**src/rtl/color_ramp_texture_generator_unit_assert.svh**
```systemverilog
// Assertion macros for the color ramp texture generator.
`ifndef COLOR_RAMP_TEXTURE_GENERATOR_UNIT_ASSERT_SVH
`define COLOR_RAMP_TEXTURE_GENERATOR_UNIT_ASSERT_SVH

// Same-cycle implication, sampled on clk, off while rst_n is low.
`define CRTG_ASSERT_IMPL(label, ante, cons) \
    label: assert property (@(posedge clk) disable iff (!rst_n) (ante) |-> (cons)) \
        else $error("crtg: same-cycle check failed");

// Next-cycle implication, sampled on clk, off while rst_n is low.
`define CRTG_ASSERT_NEXT(label, ante, cons) \
    label: assert property (@(posedge clk) disable iff (!rst_n) (ante) |=> (cons)) \
        else $error("crtg: next-cycle check failed");

`endif

```
**src/rtl/crtg_pkg.sv**
```systemverilog
// Shared widths, constants and status codes of the color ramp texture generator.
package crtg_pkg;

    localparam int COLOR_W       = 16;
    localparam int POS_W         = 17;
    localparam int POS_FRAC_W    = 16;
    localparam int TEXEL_IDX_W   = 6;
    localparam int STATUS_W      = 3;
    localparam int TSIZE_W       = 7;
    localparam int NUM_CH        = 4;
    localparam int NUM_ERR       = 5;
    localparam int MAX_TEXELS_DEF = 64;

    localparam logic [POS_W-1:0]   POS_ONE     = 17'h10000;
    localparam logic [TSIZE_W-1:0] TSIZE_RESET = 7'd64;

    typedef logic [COLOR_W-1:0]  color_t;
    typedef logic [STATUS_W-1:0] status_t;

    localparam status_t ST_OK             = 3'd0;
    localparam status_t ST_FIRST_NOT_ZERO = 3'd1;
    localparam status_t ST_NOT_INCREASING = 3'd2;
    localparam status_t ST_LAST_NOT_ONE   = 3'd3;
    localparam status_t ST_TOO_FEW        = 3'd4;
    localparam status_t ST_NO_RAMP        = 3'd5;

endpackage

```
**src/rtl/crtg_node_if.sv**
```systemverilog
// Node channel: one transfer-function node per word.
interface crtg_node_if;
    logic                         valid;
    logic                         ready;
    logic [crtg_pkg::COLOR_W-1:0] red;
    logic [crtg_pkg::COLOR_W-1:0] green;
    logic [crtg_pkg::COLOR_W-1:0] blue;
    logic [crtg_pkg::COLOR_W-1:0] opacity;
    logic [crtg_pkg::POS_W-1:0]   position;
    logic                         first_node;
    logic                         last_node;

    modport source
    (
        output valid, red, green, blue, opacity, position, first_node, last_node,
        input  ready
    );

    modport sink
    (
        input  valid, red, green, blue, opacity, position, first_node, last_node,
        output ready
    );
endinterface

```
**src/rtl/crtg_texel_if.sv**
```systemverilog
// Texel channel: one texel or one error report per word.
interface crtg_texel_if;
    logic                             valid;
    logic                             ready;
    logic [crtg_pkg::TEXEL_IDX_W-1:0] texel_index;
    logic [crtg_pkg::COLOR_W-1:0]     texel_red;
    logic [crtg_pkg::COLOR_W-1:0]     texel_green;
    logic [crtg_pkg::COLOR_W-1:0]     texel_blue;
    logic [crtg_pkg::COLOR_W-1:0]     texel_opacity;
    logic                             end_of_run;
    logic [crtg_pkg::STATUS_W-1:0]    status;

    modport source
    (
        output valid, texel_index, texel_red, texel_green, texel_blue, texel_opacity,
               end_of_run, status,
        input  ready
    );

    modport sink
    (
        input  valid, texel_index, texel_red, texel_green, texel_blue, texel_opacity,
               end_of_run, status,
        output ready
    );
endinterface

```
**src/rtl/color_ramp_texture_generator_unit.sv**
```systemverilog
// Top level of the color ramp texture generator: node checks, divider, texel stepper.
//
// Builds a piecewise-linear RGBA ramp from nodes taken one word at a time on
// the node channel. A first node opens a ramp and produces nothing; every later
// node produces the texels from the previous texel index up to its own index
// p2 = floor(position * (size - 1) / 2^16), inclusive, each channel being
// (c1*(L-k) + c2*k) / L truncated, or the new color when the run length L is 0.
// Rule violations come out as error words (status 1..5, index and color 0),
// one per broken rule in increasing code order, and close the ramp. The last
// word of each node has end_of_run set. After an error or segment node the
// node channel is held off until the node is done; a good first node leaves
// it ready. An error node sends one word per broken rule; a segment node
// passes a setup state, then the shared radix-2 restoring divider when L > 0
// (16 quotient bits for each of the four color channels, one bit a cycle: it
// forms the per-texel step (c2-c1)/L as quotient and remainder), then texel
// output, one texel a cycle while the output slot is free, from an add/compare
// stepper. Output back-pressure stretches the output phases cycle for cycle;
// an output register lets a node be taken while the last word still waits.
// texture_size (cfg_we/cfg_wdata) must be written only while idle; the block
// itself does not enforce this. 0 is used as 1 and values above MAX_TEXELS
// as MAX_TEXELS.
module color_ramp_texture_generator_unit
#(
    parameter int MAX_TEXELS = crtg_pkg::MAX_TEXELS_DEF
)
(
    input  logic                         clk,
    input  logic                         rst_n,
    crtg_node_if.sink                    node,
    crtg_texel_if.source                 texel,
    input  logic                         cfg_we,
    input  logic [crtg_pkg::TSIZE_W-1:0] cfg_wdata
);

    localparam int IDX_W     = $clog2(MAX_TEXELS);
    localparam int TS_W      = $clog2(MAX_TEXELS + 1);
    localparam int CW        = crtg_pkg::COLOR_W;
    localparam int PW        = crtg_pkg::POS_W;
    localparam int QW        = CW + 2;
    localparam int BIT_W     = $clog2(CW);
    localparam int NCH       = crtg_pkg::NUM_CH;
    localparam int CH_W      = $clog2(NCH);
    localparam int NERR      = crtg_pkg::NUM_ERR;
    localparam int OUT_IDX_W = crtg_pkg::TEXEL_IDX_W;

    localparam logic [2:0] S_IDLE  = 3'd0;
    localparam logic [2:0] S_SETUP = 3'd1;
    localparam logic [2:0] S_DIV   = 3'd2;
    localparam logic [2:0] S_RUN   = 3'd3;
    localparam logic [2:0] S_ERR   = 3'd4;

    // ---------------------------------------------------------------- state
    logic [2:0]               state_reg,        state_next;
    logic [crtg_pkg::TSIZE_W-1:0] texture_size_reg;
    logic                     ramp_open_reg,    ramp_open_next;
    logic [NERR-1:0]          err_mask_reg,     err_mask_next;

    // previous node (c1) and pending node (c2)
    crtg_pkg::color_t         prev_col_reg [NCH];
    crtg_pkg::color_t         prev_col_next [NCH];
    logic [PW-1:0]            prev_pos_reg,     prev_pos_next;
    logic [IDX_W-1:0]         prev_texel_reg,   prev_texel_next;
    crtg_pkg::color_t         new_col_reg [NCH];
    crtg_pkg::color_t         new_col_next [NCH];
    logic [PW-1:0]            new_pos_reg,      new_pos_next;
    logic                     new_last_reg,     new_last_next;

    // run geometry
    logic [IDX_W-1:0]         p1_reg,           p1_next;
    logic [IDX_W-1:0]         p2_reg,           p2_next;
    logic [IDX_W-1:0]         len_reg,          len_next;
    logic [IDX_W-1:0]         k_reg,            k_next;

    // shared divider
    logic [CH_W-1:0]          ch_reg,           ch_next;
    logic [BIT_W-1:0]         bit_reg,          bit_next;
    logic [CW-1:0]            dvd_reg,          dvd_next;
    logic [CW-1:0]            quo_reg,          quo_next;
    logic [IDX_W-1:0]         div_rem_reg,      div_rem_next;
    logic                     neg_reg,          neg_next;

    // per-lane step (dq, dr) and running quotient/remainder
    logic [QW-1:0]            dq_reg [NCH];
    logic [QW-1:0]            dq_next [NCH];
    logic [IDX_W-1:0]         dr_reg [NCH];
    logic [IDX_W-1:0]         dr_next [NCH];
    logic [QW-1:0]            q_reg [NCH];
    logic [QW-1:0]            q_next [NCH];
    logic [IDX_W-1:0]         rr_reg [NCH];
    logic [IDX_W-1:0]         rr_next [NCH];

    // output register
    logic                     out_valid_reg,    out_valid_next;
    logic                     out_load;
    logic [OUT_IDX_W-1:0]     out_idx_reg,      out_idx_next;
    crtg_pkg::color_t         out_col_reg [NCH];
    crtg_pkg::color_t         out_col_next [NCH];
    logic                     out_end_reg,      out_end_next;
    crtg_pkg::status_t        out_status_reg,   out_status_next;

    // ------------------------------------------------------- combinational
    logic                     slot_free;
    logic                     node_acc;
    logic [PW-1:0]            pos_sat;
    logic                     pos_is_zero;
    logic                     pos_is_one;
    logic [NERR-1:0]          chk_mask;

    logic                     ts_too_big;
    logic [TS_W-1:0]          ts_eff;
    logic [TS_W-1:0]          ts_m1;
    logic [PW+TS_W-1:0]       prod;
    logic [IDX_W-1:0]         p2_calc;
    logic [IDX_W-1:0]         p1_calc;
    logic [IDX_W-1:0]         len_calc;

    logic [CH_W-1:0]          load_ch;
    crtg_pkg::color_t         ld_c1;
    crtg_pkg::color_t         ld_c2;
    logic                     ld_neg;
    logic [CW-1:0]            ld_abs;

    logic [IDX_W:0]           trial;
    logic                     trial_ge;
    logic [IDX_W-1:0]         rem_n;
    logic [CW-1:0]            quo_n;
    logic [QW-1:0]            q_ext;
    logic                     rem_zero;
    logic [QW-1:0]            dq_val;
    logic [IDX_W-1:0]         dr_val;

    logic [IDX_W:0]           r_sum;
    logic                     r_wrap;
    logic [NERR-1:0]          err_left;
    crtg_pkg::status_t        err_code;

    assign slot_free = !out_valid_reg || texel.ready;
    assign node.ready = (state_reg == S_IDLE);
    assign node_acc = node.valid && node.ready;

    assign pos_sat     = (node.position > crtg_pkg::POS_ONE) ? crtg_pkg::POS_ONE
                                                              : node.position;
    assign pos_is_zero = (pos_sat == '0);
    assign pos_is_one  = (pos_sat == crtg_pkg::POS_ONE);

    // effective texture size and the run of the pending node
    assign ts_too_big = (int'(texture_size_reg) > MAX_TEXELS);
    assign ts_eff     = ts_too_big ? TS_W'(MAX_TEXELS)
                      : (texture_size_reg == '0) ? TS_W'(1)
                      : TS_W'(texture_size_reg);
    assign ts_m1      = ts_eff - TS_W'(1);
    assign prod       = {{TS_W{1'b0}}, new_pos_reg} * {{PW{1'b0}}, ts_m1};
    assign p2_calc    = IDX_W'(prod >> crtg_pkg::POS_FRAC_W);
    assign p1_calc    = (prev_texel_reg < p2_calc) ? prev_texel_reg : p2_calc;
    assign len_calc   = p2_calc - p1_calc;

    // divider operand for the channel being loaded
    assign load_ch = (state_reg == S_SETUP) ? '0 : ch_reg + CH_W'(1);
    assign ld_c1   = prev_col_reg[load_ch];
    assign ld_c2   = new_col_reg[load_ch];
    assign ld_neg  = (ld_c2 < ld_c1);
    assign ld_abs  = ld_neg ? (ld_c1 - ld_c2) : (ld_c2 - ld_c1);

    // one restoring step; turn |d|/L into floor-division step on the last bit
    assign trial    = {div_rem_reg, dvd_reg[CW-1]};
    assign trial_ge = (trial >= {1'b0, len_reg});
    assign rem_n    = trial_ge ? IDX_W'(trial - {1'b0, len_reg}) : trial[IDX_W-1:0];
    assign quo_n    = {quo_reg[CW-2:0], trial_ge};
    assign q_ext    = {2'b00, quo_n};
    assign rem_zero = (rem_n == '0);
    assign dq_val   = !neg_reg ? q_ext : (rem_zero ? (~q_ext + QW'(1)) : ~q_ext);
    assign dr_val   = (!neg_reg || rem_zero) ? rem_n : (len_reg - rem_n);

    // lowest pending error code goes out first
    always_comb
    begin
        err_code = crtg_pkg::ST_NO_RAMP;
        if (err_mask_reg[crtg_pkg::ST_FIRST_NOT_ZERO - 1])
        begin
            err_code = crtg_pkg::ST_FIRST_NOT_ZERO;
        end
        else if (err_mask_reg[crtg_pkg::ST_NOT_INCREASING - 1])
        begin
            err_code = crtg_pkg::ST_NOT_INCREASING;
        end
        else if (err_mask_reg[crtg_pkg::ST_LAST_NOT_ONE - 1])
        begin
            err_code = crtg_pkg::ST_LAST_NOT_ONE;
        end
        else if (err_mask_reg[crtg_pkg::ST_TOO_FEW - 1])
        begin
            err_code = crtg_pkg::ST_TOO_FEW;
        end
        err_left = err_mask_reg;
        err_left[err_code - 1] = 1'b0;
    end

    always_comb
    begin
        state_next      = state_reg;
        ramp_open_next  = ramp_open_reg;
        err_mask_next   = err_mask_reg;
        prev_pos_next   = prev_pos_reg;
        prev_texel_next = prev_texel_reg;
        new_pos_next    = new_pos_reg;
        new_last_next   = new_last_reg;
        p1_next         = p1_reg;
        p2_next         = p2_reg;
        len_next        = len_reg;
        k_next          = k_reg;
        ch_next         = ch_reg;
        bit_next        = bit_reg;
        dvd_next        = dvd_reg;
        quo_next        = quo_reg;
        div_rem_next    = div_rem_reg;
        neg_next        = neg_reg;
        out_load        = 1'b0;
        out_idx_next    = out_idx_reg;
        out_end_next    = out_end_reg;
        out_status_next = out_status_reg;
        chk_mask        = '0;
        r_sum           = '0;
        r_wrap          = 1'b0;
        for (int i = 0; i < NCH; i++)
        begin
            prev_col_next[i] = prev_col_reg[i];
            new_col_next[i]  = new_col_reg[i];
            dq_next[i]       = dq_reg[i];
            dr_next[i]       = dr_reg[i];
            q_next[i]        = q_reg[i];
            rr_next[i]       = rr_reg[i];
            out_col_next[i]  = out_col_reg[i];
        end

        if (out_valid_reg && texel.ready)
        begin
            out_valid_next = 1'b0;
        end
        else
        begin
            out_valid_next = out_valid_reg;
        end

        case (state_reg)
            S_IDLE:
            begin
                if (node_acc)
                begin
                    if (node.first_node)
                    begin
                        chk_mask[crtg_pkg::ST_FIRST_NOT_ZERO - 1] = !pos_is_zero;
                        chk_mask[crtg_pkg::ST_LAST_NOT_ONE - 1] =
                            node.last_node && !pos_is_one;
                        chk_mask[crtg_pkg::ST_TOO_FEW - 1] = node.last_node;
                        if (chk_mask != '0)
                        begin
                            err_mask_next  = chk_mask;
                            ramp_open_next = 1'b0;
                            state_next     = S_ERR;
                        end
                        else
                        begin
                            prev_col_next[0] = node.red;
                            prev_col_next[1] = node.green;
                            prev_col_next[2] = node.blue;
                            prev_col_next[3] = node.opacity;
                            prev_pos_next    = pos_sat;
                            prev_texel_next  = '0;
                            ramp_open_next   = 1'b1;
                        end
                    end
                    else if (!ramp_open_reg)
                    begin
                        chk_mask[crtg_pkg::ST_NO_RAMP - 1] = 1'b1;
                        err_mask_next = chk_mask;
                        state_next    = S_ERR;
                    end
                    else
                    begin
                        chk_mask[crtg_pkg::ST_NOT_INCREASING - 1] = (pos_sat <= prev_pos_reg);
                        chk_mask[crtg_pkg::ST_LAST_NOT_ONE - 1] =
                            node.last_node && !pos_is_one;
                        if (chk_mask != '0)
                        begin
                            err_mask_next  = chk_mask;
                            ramp_open_next = 1'b0;
                            state_next     = S_ERR;
                        end
                        else
                        begin
                            new_col_next[0] = node.red;
                            new_col_next[1] = node.green;
                            new_col_next[2] = node.blue;
                            new_col_next[3] = node.opacity;
                            new_pos_next    = pos_sat;
                            new_last_next   = node.last_node;
                            state_next      = S_SETUP;
                        end
                    end
                end
            end

            S_SETUP:
            begin
                p1_next  = p1_calc;
                p2_next  = p2_calc;
                len_next = len_calc;
                k_next   = '0;
                for (int i = 0; i < NCH; i++)
                begin
                    q_next[i]  = (len_calc == '0) ? QW'(new_col_reg[i])
                                                  : QW'(prev_col_reg[i]);
                    rr_next[i] = '0;
                end
                if (len_calc == '0)
                begin
                    state_next = S_RUN;
                end
                else
                begin
                    ch_next      = '0;
                    bit_next     = '0;
                    dvd_next     = ld_abs;
                    neg_next     = ld_neg;
                    quo_next     = '0;
                    div_rem_next = '0;
                    state_next   = S_DIV;
                end
            end

            S_DIV:
            begin
                dvd_next     = {dvd_reg[CW-2:0], 1'b0};
                quo_next     = quo_n;
                div_rem_next = rem_n;
                bit_next     = bit_reg + BIT_W'(1);
                if (bit_reg == BIT_W'(CW - 1))
                begin
                    dq_next[ch_reg] = dq_val;
                    dr_next[ch_reg] = dr_val;
                    if (ch_reg == CH_W'(NCH - 1))
                    begin
                        state_next = S_RUN;
                    end
                    else
                    begin
                        ch_next      = ch_reg + CH_W'(1);
                        dvd_next     = ld_abs;
                        neg_next     = ld_neg;
                        quo_next     = '0;
                        div_rem_next = '0;
                    end
                end
            end

            S_RUN:
            begin
                if (slot_free)
                begin
                    out_load        = 1'b1;
                    out_valid_next  = 1'b1;
                    out_idx_next    = OUT_IDX_W'(p1_reg + k_reg);
                    out_end_next    = (k_reg == len_reg);
                    out_status_next = crtg_pkg::ST_OK;
                    for (int i = 0; i < NCH; i++)
                    begin
                        out_col_next[i] = q_reg[i][CW-1:0];
                    end
                    if (k_reg == len_reg)
                    begin
                        for (int i = 0; i < NCH; i++)
                        begin
                            prev_col_next[i] = new_col_reg[i];
                        end
                        prev_pos_next   = new_pos_reg;
                        prev_texel_next = p2_reg;
                        if (new_last_reg)
                        begin
                            ramp_open_next = 1'b0;
                        end
                        state_next = S_IDLE;
                    end
                    else
                    begin
                        k_next = k_reg + IDX_W'(1);
                        for (int i = 0; i < NCH; i++)
                        begin
                            r_sum      = {1'b0, rr_reg[i]} + {1'b0, dr_reg[i]};
                            r_wrap     = (r_sum >= {1'b0, len_reg});
                            rr_next[i] = r_wrap ? IDX_W'(r_sum - {1'b0, len_reg})
                                                : r_sum[IDX_W-1:0];
                            q_next[i]  = q_reg[i] + dq_reg[i] + QW'(r_wrap);
                        end
                    end
                end
            end

            S_ERR:
            begin
                if (slot_free)
                begin
                    out_load        = 1'b1;
                    out_valid_next  = 1'b1;
                    out_idx_next    = '0;
                    out_end_next    = (err_left == '0);
                    out_status_next = err_code;
                    for (int i = 0; i < NCH; i++)
                    begin
                        out_col_next[i] = '0;
                    end
                    err_mask_next = err_left;
                    if (err_left == '0)
                    begin
                        state_next = S_IDLE;
                    end
                end
            end

            default:
            begin
                state_next = S_IDLE;
            end
        endcase
    end

    // control registers
    always_ff @(posedge clk or negedge rst_n)
    begin
        if (!rst_n)
        begin
            state_reg        <= S_IDLE;
            texture_size_reg <= crtg_pkg::TSIZE_RESET;
            ramp_open_reg    <= 1'b0;
            err_mask_reg     <= '0;
            prev_pos_reg     <= '0;
            prev_texel_reg   <= '0;
            out_valid_reg    <= 1'b0;
            k_reg            <= '0;
            ch_reg           <= '0;
            bit_reg          <= '0;
            for (int i = 0; i < NCH; i++)
            begin
                prev_col_reg[i] <= '0;
            end
        end
        else
        begin
            state_reg      <= state_next;
            ramp_open_reg  <= ramp_open_next;
            err_mask_reg   <= err_mask_next;
            prev_pos_reg   <= prev_pos_next;
            prev_texel_reg <= prev_texel_next;
            out_valid_reg  <= out_valid_next;
            k_reg          <= k_next;
            ch_reg         <= ch_next;
            bit_reg        <= bit_next;
            for (int i = 0; i < NCH; i++)
            begin
                prev_col_reg[i] <= prev_col_next[i];
            end
            if (cfg_we)
            begin
                texture_size_reg <= cfg_wdata;
            end
        end
    end

    // datapath registers
    always_ff @(posedge clk)
    begin
        new_pos_reg  <= new_pos_next;
        new_last_reg <= new_last_next;
        p1_reg       <= p1_next;
        p2_reg       <= p2_next;
        len_reg      <= len_next;
        dvd_reg      <= dvd_next;
        quo_reg      <= quo_next;
        div_rem_reg  <= div_rem_next;
        neg_reg      <= neg_next;
        for (int i = 0; i < NCH; i++)
        begin
            new_col_reg[i] <= new_col_next[i];
            dq_reg[i]      <= dq_next[i];
            dr_reg[i]      <= dr_next[i];
            q_reg[i]       <= q_next[i];
            rr_reg[i]      <= rr_next[i];
        end
        if (out_load)
        begin
            out_idx_reg    <= out_idx_next;
            out_end_reg    <= out_end_next;
            out_status_reg <= out_status_next;
            for (int i = 0; i < NCH; i++)
            begin
                out_col_reg[i] <= out_col_next[i];
            end
        end
    end

    assign texel.valid         = out_valid_reg;
    assign texel.texel_index   = out_idx_reg;
    assign texel.texel_red     = out_col_reg[0];
    assign texel.texel_green   = out_col_reg[1];
    assign texel.texel_blue    = out_col_reg[2];
    assign texel.texel_opacity = out_col_reg[3];
    assign texel.end_of_run    = out_end_reg;
    assign texel.status        = out_status_reg;

    // ---------------------------------------------------------- assertions
`include "color_ramp_texture_generator_unit_assert.svh"

    `CRTG_ASSERT_IMPL(a_div_rem_below_len, state_reg == S_DIV, div_rem_reg < len_reg)
    `CRTG_ASSERT_IMPL(a_run_k_in_range, state_reg == S_RUN, k_reg <= len_reg)
    `CRTG_ASSERT_IMPL(a_err_pending, state_reg == S_ERR, err_mask_reg != '0)
    `CRTG_ASSERT_IMPL(a_step_rem_below_len, (state_reg == S_RUN) && (len_reg != '0),
        rr_reg[0] < len_reg)
    `CRTG_ASSERT_NEXT(a_no_ramp_error, node_acc && !node.first_node && !ramp_open_reg,
        (state_reg == S_ERR) && $onehot(err_mask_reg)
        && err_mask_reg[crtg_pkg::ST_NO_RAMP - 1])

endmodule
```
**src/flat_wrapper.sv**
```systemverilog
// flat-port wrapper written by rule: the top's interface ports become plain ports
module color_ramp_texture_generator_unit_flat 
#(
    parameter int MAX_TEXELS = crtg_pkg::MAX_TEXELS_DEF
)
  (clk, rst_n, cfg_we, cfg_wdata, node_valid, node_red, node_green, node_blue, node_opacity, node_position, node_first_node, node_last_node, node_ready, texel_valid, texel_texel_index, texel_texel_red, texel_texel_green, texel_texel_blue, texel_texel_opacity, texel_end_of_run, texel_status, texel_ready);
  crtg_node_if node_i ();
  crtg_texel_if texel_i ();
  input  logic clk;
  input  logic rst_n;
  input  logic cfg_we;
  input  logic [crtg_pkg::TSIZE_W-1:0] cfg_wdata;
  input wire logic [$bits(node_i.valid)-1:0] node_valid;
  input wire logic [$bits(node_i.red)-1:0] node_red;
  input wire logic [$bits(node_i.green)-1:0] node_green;
  input wire logic [$bits(node_i.blue)-1:0] node_blue;
  input wire logic [$bits(node_i.opacity)-1:0] node_opacity;
  input wire logic [$bits(node_i.position)-1:0] node_position;
  input wire logic [$bits(node_i.first_node)-1:0] node_first_node;
  input wire logic [$bits(node_i.last_node)-1:0] node_last_node;
  output wire logic [$bits(node_i.ready)-1:0] node_ready;
  output wire logic [$bits(texel_i.valid)-1:0] texel_valid;
  output wire logic [$bits(texel_i.texel_index)-1:0] texel_texel_index;
  output wire logic [$bits(texel_i.texel_red)-1:0] texel_texel_red;
  output wire logic [$bits(texel_i.texel_green)-1:0] texel_texel_green;
  output wire logic [$bits(texel_i.texel_blue)-1:0] texel_texel_blue;
  output wire logic [$bits(texel_i.texel_opacity)-1:0] texel_texel_opacity;
  output wire logic [$bits(texel_i.end_of_run)-1:0] texel_end_of_run;
  output wire logic [$bits(texel_i.status)-1:0] texel_status;
  input wire logic [$bits(texel_i.ready)-1:0] texel_ready;
  assign node_i.valid = node_valid;
  assign node_i.red = node_red;
  assign node_i.green = node_green;
  assign node_i.blue = node_blue;
  assign node_i.opacity = node_opacity;
  assign node_i.position = node_position;
  assign node_i.first_node = node_first_node;
  assign node_i.last_node = node_last_node;
  assign node_ready = node_i.ready;
  assign texel_valid = texel_i.valid;
  assign texel_texel_index = texel_i.texel_index;
  assign texel_texel_red = texel_i.texel_red;
  assign texel_texel_green = texel_i.texel_green;
  assign texel_texel_blue = texel_i.texel_blue;
  assign texel_texel_opacity = texel_i.texel_opacity;
  assign texel_end_of_run = texel_i.end_of_run;
  assign texel_status = texel_i.status;
  assign texel_i.ready = texel_ready;
  color_ramp_texture_generator_unit #(.MAX_TEXELS(MAX_TEXELS)) u_core (.clk(clk), .rst_n(rst_n), .node(node_i), .texel(texel_i), .cfg_we(cfg_we), .cfg_wdata(cfg_wdata));
endmodule
```
**config.mk**
```make
export PLATFORM = sky130hd
export DESIGN_NAME = color_ramp_texture_generator_unit_flat
export DESIGN_NICKNAME = d
export VERILOG_FILES = /design/src/rtl/crtg_pkg.sv /design/src/rtl/crtg_node_if.sv /design/src/rtl/crtg_texel_if.sv /design/src/rtl/color_ramp_texture_generator_unit.sv /design/src/flat_wrapper.sv
export VERILOG_INCLUDE_DIRS = /design/src /design/src/rtl
export SDC_FILE = /design/constraint.sdc
export NUM_CORES = 1
export LEC_CHECK = 0
export ABC_CLOCK_PERIOD_IN_PS = 10550
export BUFFER_PORTS_ARGS = -buffer_cell sky130_fd_sc_hd__buf_2
export CORE_MARGIN = 4
export CORE_UTILIZATION = 40
export DETAILED_ROUTE_END_ITERATION = 16
export GPL_TIMING_DRIVEN = 0
export PLACE_DENSITY = 0.54
export SETUP_SLACK_MARGIN = 0.15
export SYNTH_ARGS = -nofsm -noshare
export SYNTH_HDL_FRONTEND = slang
export SYNTH_SLANG_ARGS = --single-unit
```
**constraint.sdc**
```tcl
create_clock -name clk -period 10.55 [get_ports clk]
set_input_delay 0.5275 -clock clk [delete_from_list [all_inputs] [get_ports clk]]
set_output_delay 0.5275 -clock clk [all_outputs]
set_load 0.005 [all_outputs]
```
==> impl_metrics.py <==
metrics = {
    "logic_synthesis": {
        "synth_top_cell_by_area": "edfxtp_1",
        "synth-edff-count": 388,
        "syn-num-nets": 3528,
        "synthMuxAreaShare_pct": 4.53,
        "synth.area.top_cells": "edfxtp_1 (36%), dfrtp_1 (8.9%), ha_1 (8.4%)",
        "syn-instance-count": 3123,
        "synth-simple-area-share_pct": 13.6,
        "synth_area_per_cell_um2": 10.3,
        "netlist_area_um2": 32300,
        "postSynth.asyncResetShare_pct": 23.0,
        "yosysTopAreaCellShare_pct": 36.1,
        "synth-xor-area-share_pct": 3.99,
        "synth_ff_type": "edfxtp_1",
        "ys_warn_count": 0,
        "ys_ff_latch": 504,
        "yosysSeqAreaShare_pct": 45.1,
        "yosysUniqueCellTypes": 84,
        "synth-compound-area-share_pct": 14.0,
        "synth_fa_ha_area_share_pct": 14.2,
        "synth_top_family_by_area": "adder cells",
    },
    "grt": {
        "grt_pass1_wl_um": 161000,
        "track_usage_pct": 24.7,
        "grt_start_max_net_pins": 71,
        "grt_pass1_vias": 25272,
        "antenna_found_initial": 9,
        "overflow": 0,
    },
    "placement": {
        "dp_cells": 4359,
        "gp_congestion": 0.968,
        "port-buffer-count": 170,
        "hpwl_um": 83400,
        "pre_cts_slack_ps": -1720,
        "placed_cell_area_um2": 34700,
    },
    "setup_path": {
        "cp_max_fo": 9,
        "r2r-end": "u_core.dvd_reg[8]$_DFFE_PP_",
        "rr_worst_depth": 45,
        "rrSetupSlack_ps": 440,
        "required_ps": 10900,
        "path_class": "flop to flop",
        "cp_slowest_cell": "or4_4",
        "r2r_start": "u_core.texture_size_reg[4]$_DFFE_PN0P_",
        "slowest_delay_ps": 560,
        "cp_data_arrival_time_ps": 10450,
        "startpoint_type": "flop",
        "cp-endpoint": "u_core.dvd_reg[8]$_DFFE_PP_",
        "endpoint_kind": "flop",
        "timing.critical_path.from": "u_core.texture_size_reg[4]$_DFFE_PN0P_",
    },
    "die": {
        "die_x_um": 292,
        "placementRows": 103,
        "start_util_pct": 40.6,
        "die_y_um": 292,
        "die-area_um2": 85300,
        "core-area_um2": 79500,
        "ioPinCount": 171,
    },
    "power_and_ir_drop": {
        "power-per-cell-area_nw_per_um2": 324,
        "vdd_ir_drop_max_uv": 453,
        "p_int_mw": 6.34,
        "leakagePower_nw": 15.3,
        "power_switching_mw": 5.85,
        "p_sw_share_pct": 48.0,
        "pwr-share-comb_pct": 60.8,
        "clock_power_share_pct": 18.1,
        "pwr-share-seq_pct": 21.1,
    },
    "sta": {
        "clock-skew-final_ps": 60.6,
        "hold_violations": 0,
        "setup-tns-final_ps": 0,
        "max_slew_margin_pct": 7.26,
        "setup_slack_ps": 442,
        "max_freq_mhz": 98.9,
        "drv_slew": 0,
        "rsz0062_at_grt": "false",
        "fin_crit_sh_pct": 95.8,
        "finalSetupViolations": 0,
        "tightestPinTransition_ps": 1380,
        "period_needed_ps": 10110,
    },
    "hold_path": {
        "worstHoldPathType": "input pin to flop",
    },
    "routing": {
        "drcViolationCount": 0,
        "drt-pass1-iter-count": 6,
        "highest_layer": "met4",
        "vias_per_cell": 5.66,
        "drtIter0Drc": 2603,
        "wl_per_cell_um": 24.0,
        "vias": 25510,
        "ant_nets": 0,
        "wl_met3_um": 8020,
        "wl_um": 108000,
        "wl_met2_um": 47300,
        "wl_met1_um": 49100,
    },
    "cells_and_area": {
        "finalInstanceArea_um2": 37600,
        "area.growth.synth_to_final_pct": 16.6,
        "layout.nets": 3815,
        "drive_above_1_share_pct": 12.8,
        "instances_no_fill": 4511,
        "final.fill_count": 7334,
        "final_util_pct": 47.3,
    },
    "cts": {
        "path_clk_slew_ps": 60,
        "cts_tree": "built",
        "h-tree-depth": 2,
        "cts_sinks": 504,
        "clk_latency_ps": 680,
        "root_buffer": "clkbuf_16",
        "clk_path_buf_depth": 3,
        "cts_buffers": 58,
    },
    "outcome": {
        "status": "completed",
    },
    "job": {
        "cap_viol_max_count": 0,
    },
}
==> placed cells by master (no fill, tap or decap), drive strengths merged, types with 13 or more instances in the layout <==
cell type and instances:
edfxtp 388, nand2 273, nor2 262, buf 260
o21ai 251, inv 225, ha 216, clkbuf 192
and2 158, a21oi 144, mux2i 128, xnor2 117
dfrtp 115, fa 94, nand3 83, a21o 74
a31oi 68, nor2b 36, a221o 30, xor2 30
o21bai 28, nor3 26, clkinv 21, nand4 19
nand2b 16, mux2 16, o211ai 16, and3 14
or3 13
==> power groups by stage <==
stage	combinational (mW)	sequential [mW]	clock (mW)
CTS	6.86	2.57	2.26
global route	7.96	2.58	2.33
finish	7.41	2.57	2.21
global placement	6.19	2.63	0
detailed placement	6.34	2.61	0
floorplan	4.23	2.62	0
==> metal layers <==
metal	vias to the layer above	global-route usage [%]
met5	-	0
met1	12684	36.2
met4	0	8.08
li1	11680	-
met2	975	37.7
met3	171	3.58
==> cell type report <==
cell class	count	area, µm²	area share, %
multi-input combinational	2244	16600	44.2
sequential	504	14600	38.7
clock buffer	75	1600	4.24
timing repair buffer	227	1520	4.03
tap	1050	1310	3.49
inverter	224	841	2.24
buffer	151	666	1.77
clock inverter	35	508	1.35
antenna	1	2.50	0.00665
==> logic make-up after synthesis <==
family,count (synthesis)
buffers and inverters,376
DFF,504
muxes,144
adders and majority gates,311
AOI/OAI and AO/OA,712
and+or+nand+nor,929
xor gates and xnor gates,147
==> worst max-delay path, delay by kind of cell, from the launching register on <==
| family | cells | cell delay, ps |
|---|---|---|
| multiplexers | 1 | 210 |
| AND/OR/NAND/NOR | 9 | 2050 |
| AO/OA/AOI/OAI | 12 | 2210 |
| adder cells (fa/ha/maj) | 9 | 3250 |
| buffers and inverters | 14 | 1630 |
| flip-flops | 1 | 420 |
==> what timing repair did <==
action / 4_1_cts / 5_1_grt
setup endpoints to repair: 112 / 109
gates cloned: 1 / 1
hold buffers: 1 / 0
setup buffers: 11 / 28
pin swaps: 9 / 26
endpoints found under the hold margin: 45 / 0
resized for setup: 48 / 42
==> per-stage QoR <==
step           power, mW  hold slack (ps)
6_report            12.2             35.6
4_1_cts             11.7             3.48
3_5_place_dp        8.96              474
5_1_grt             12.9             16.1
2_1_floorplan       6.85              232
3_3_place_gp        8.82              466
==> how the worst min path moves through the flow <==
stage	start	endpoint	slack, ps	cells past startpoint
finish	node_green[14]	u_core.new_col_reg[1][14]$_DFFE_PP_	40	1
global route	node_green[10]	u_core.new_col_reg[1][10]$_DFFE_PP_	20	1
CTS	node_green[14]	u_core.new_col_reg[1][14]$_DFFE_PP_	3	1
detailed placement	u_core.prev_pos_reg[3]$_DFFE_PN0P_	u_core.prev_pos_reg[3]$_DFFE_PN0P_	470	2
global placement	u_core.prev_pos_reg[16]$_DFFE_PN0P_	u_core.prev_pos_reg[16]$_DFFE_PN0P_	470	2
floorplan	rst_n	u_core.bit_reg[0]$_DFFE_PN0P_	230	0
==> Yosys cell counts, types with 36 or more instances <==
master,number
mux2i_1,128
nand2_1,272
inv_1,224
and2_1,157
nor2b_1,36
a21oi_1,142
a31oi_1,68
edfxtp_1,388
clkbuf_1,117
dfrtp_1,115
ha_1,216
xnor2_1,117
nor2_1,262
nand3_1,83
fa_1,94
o21ai_0,222
a21o_1,74
(Power assumes the default switching activity.)
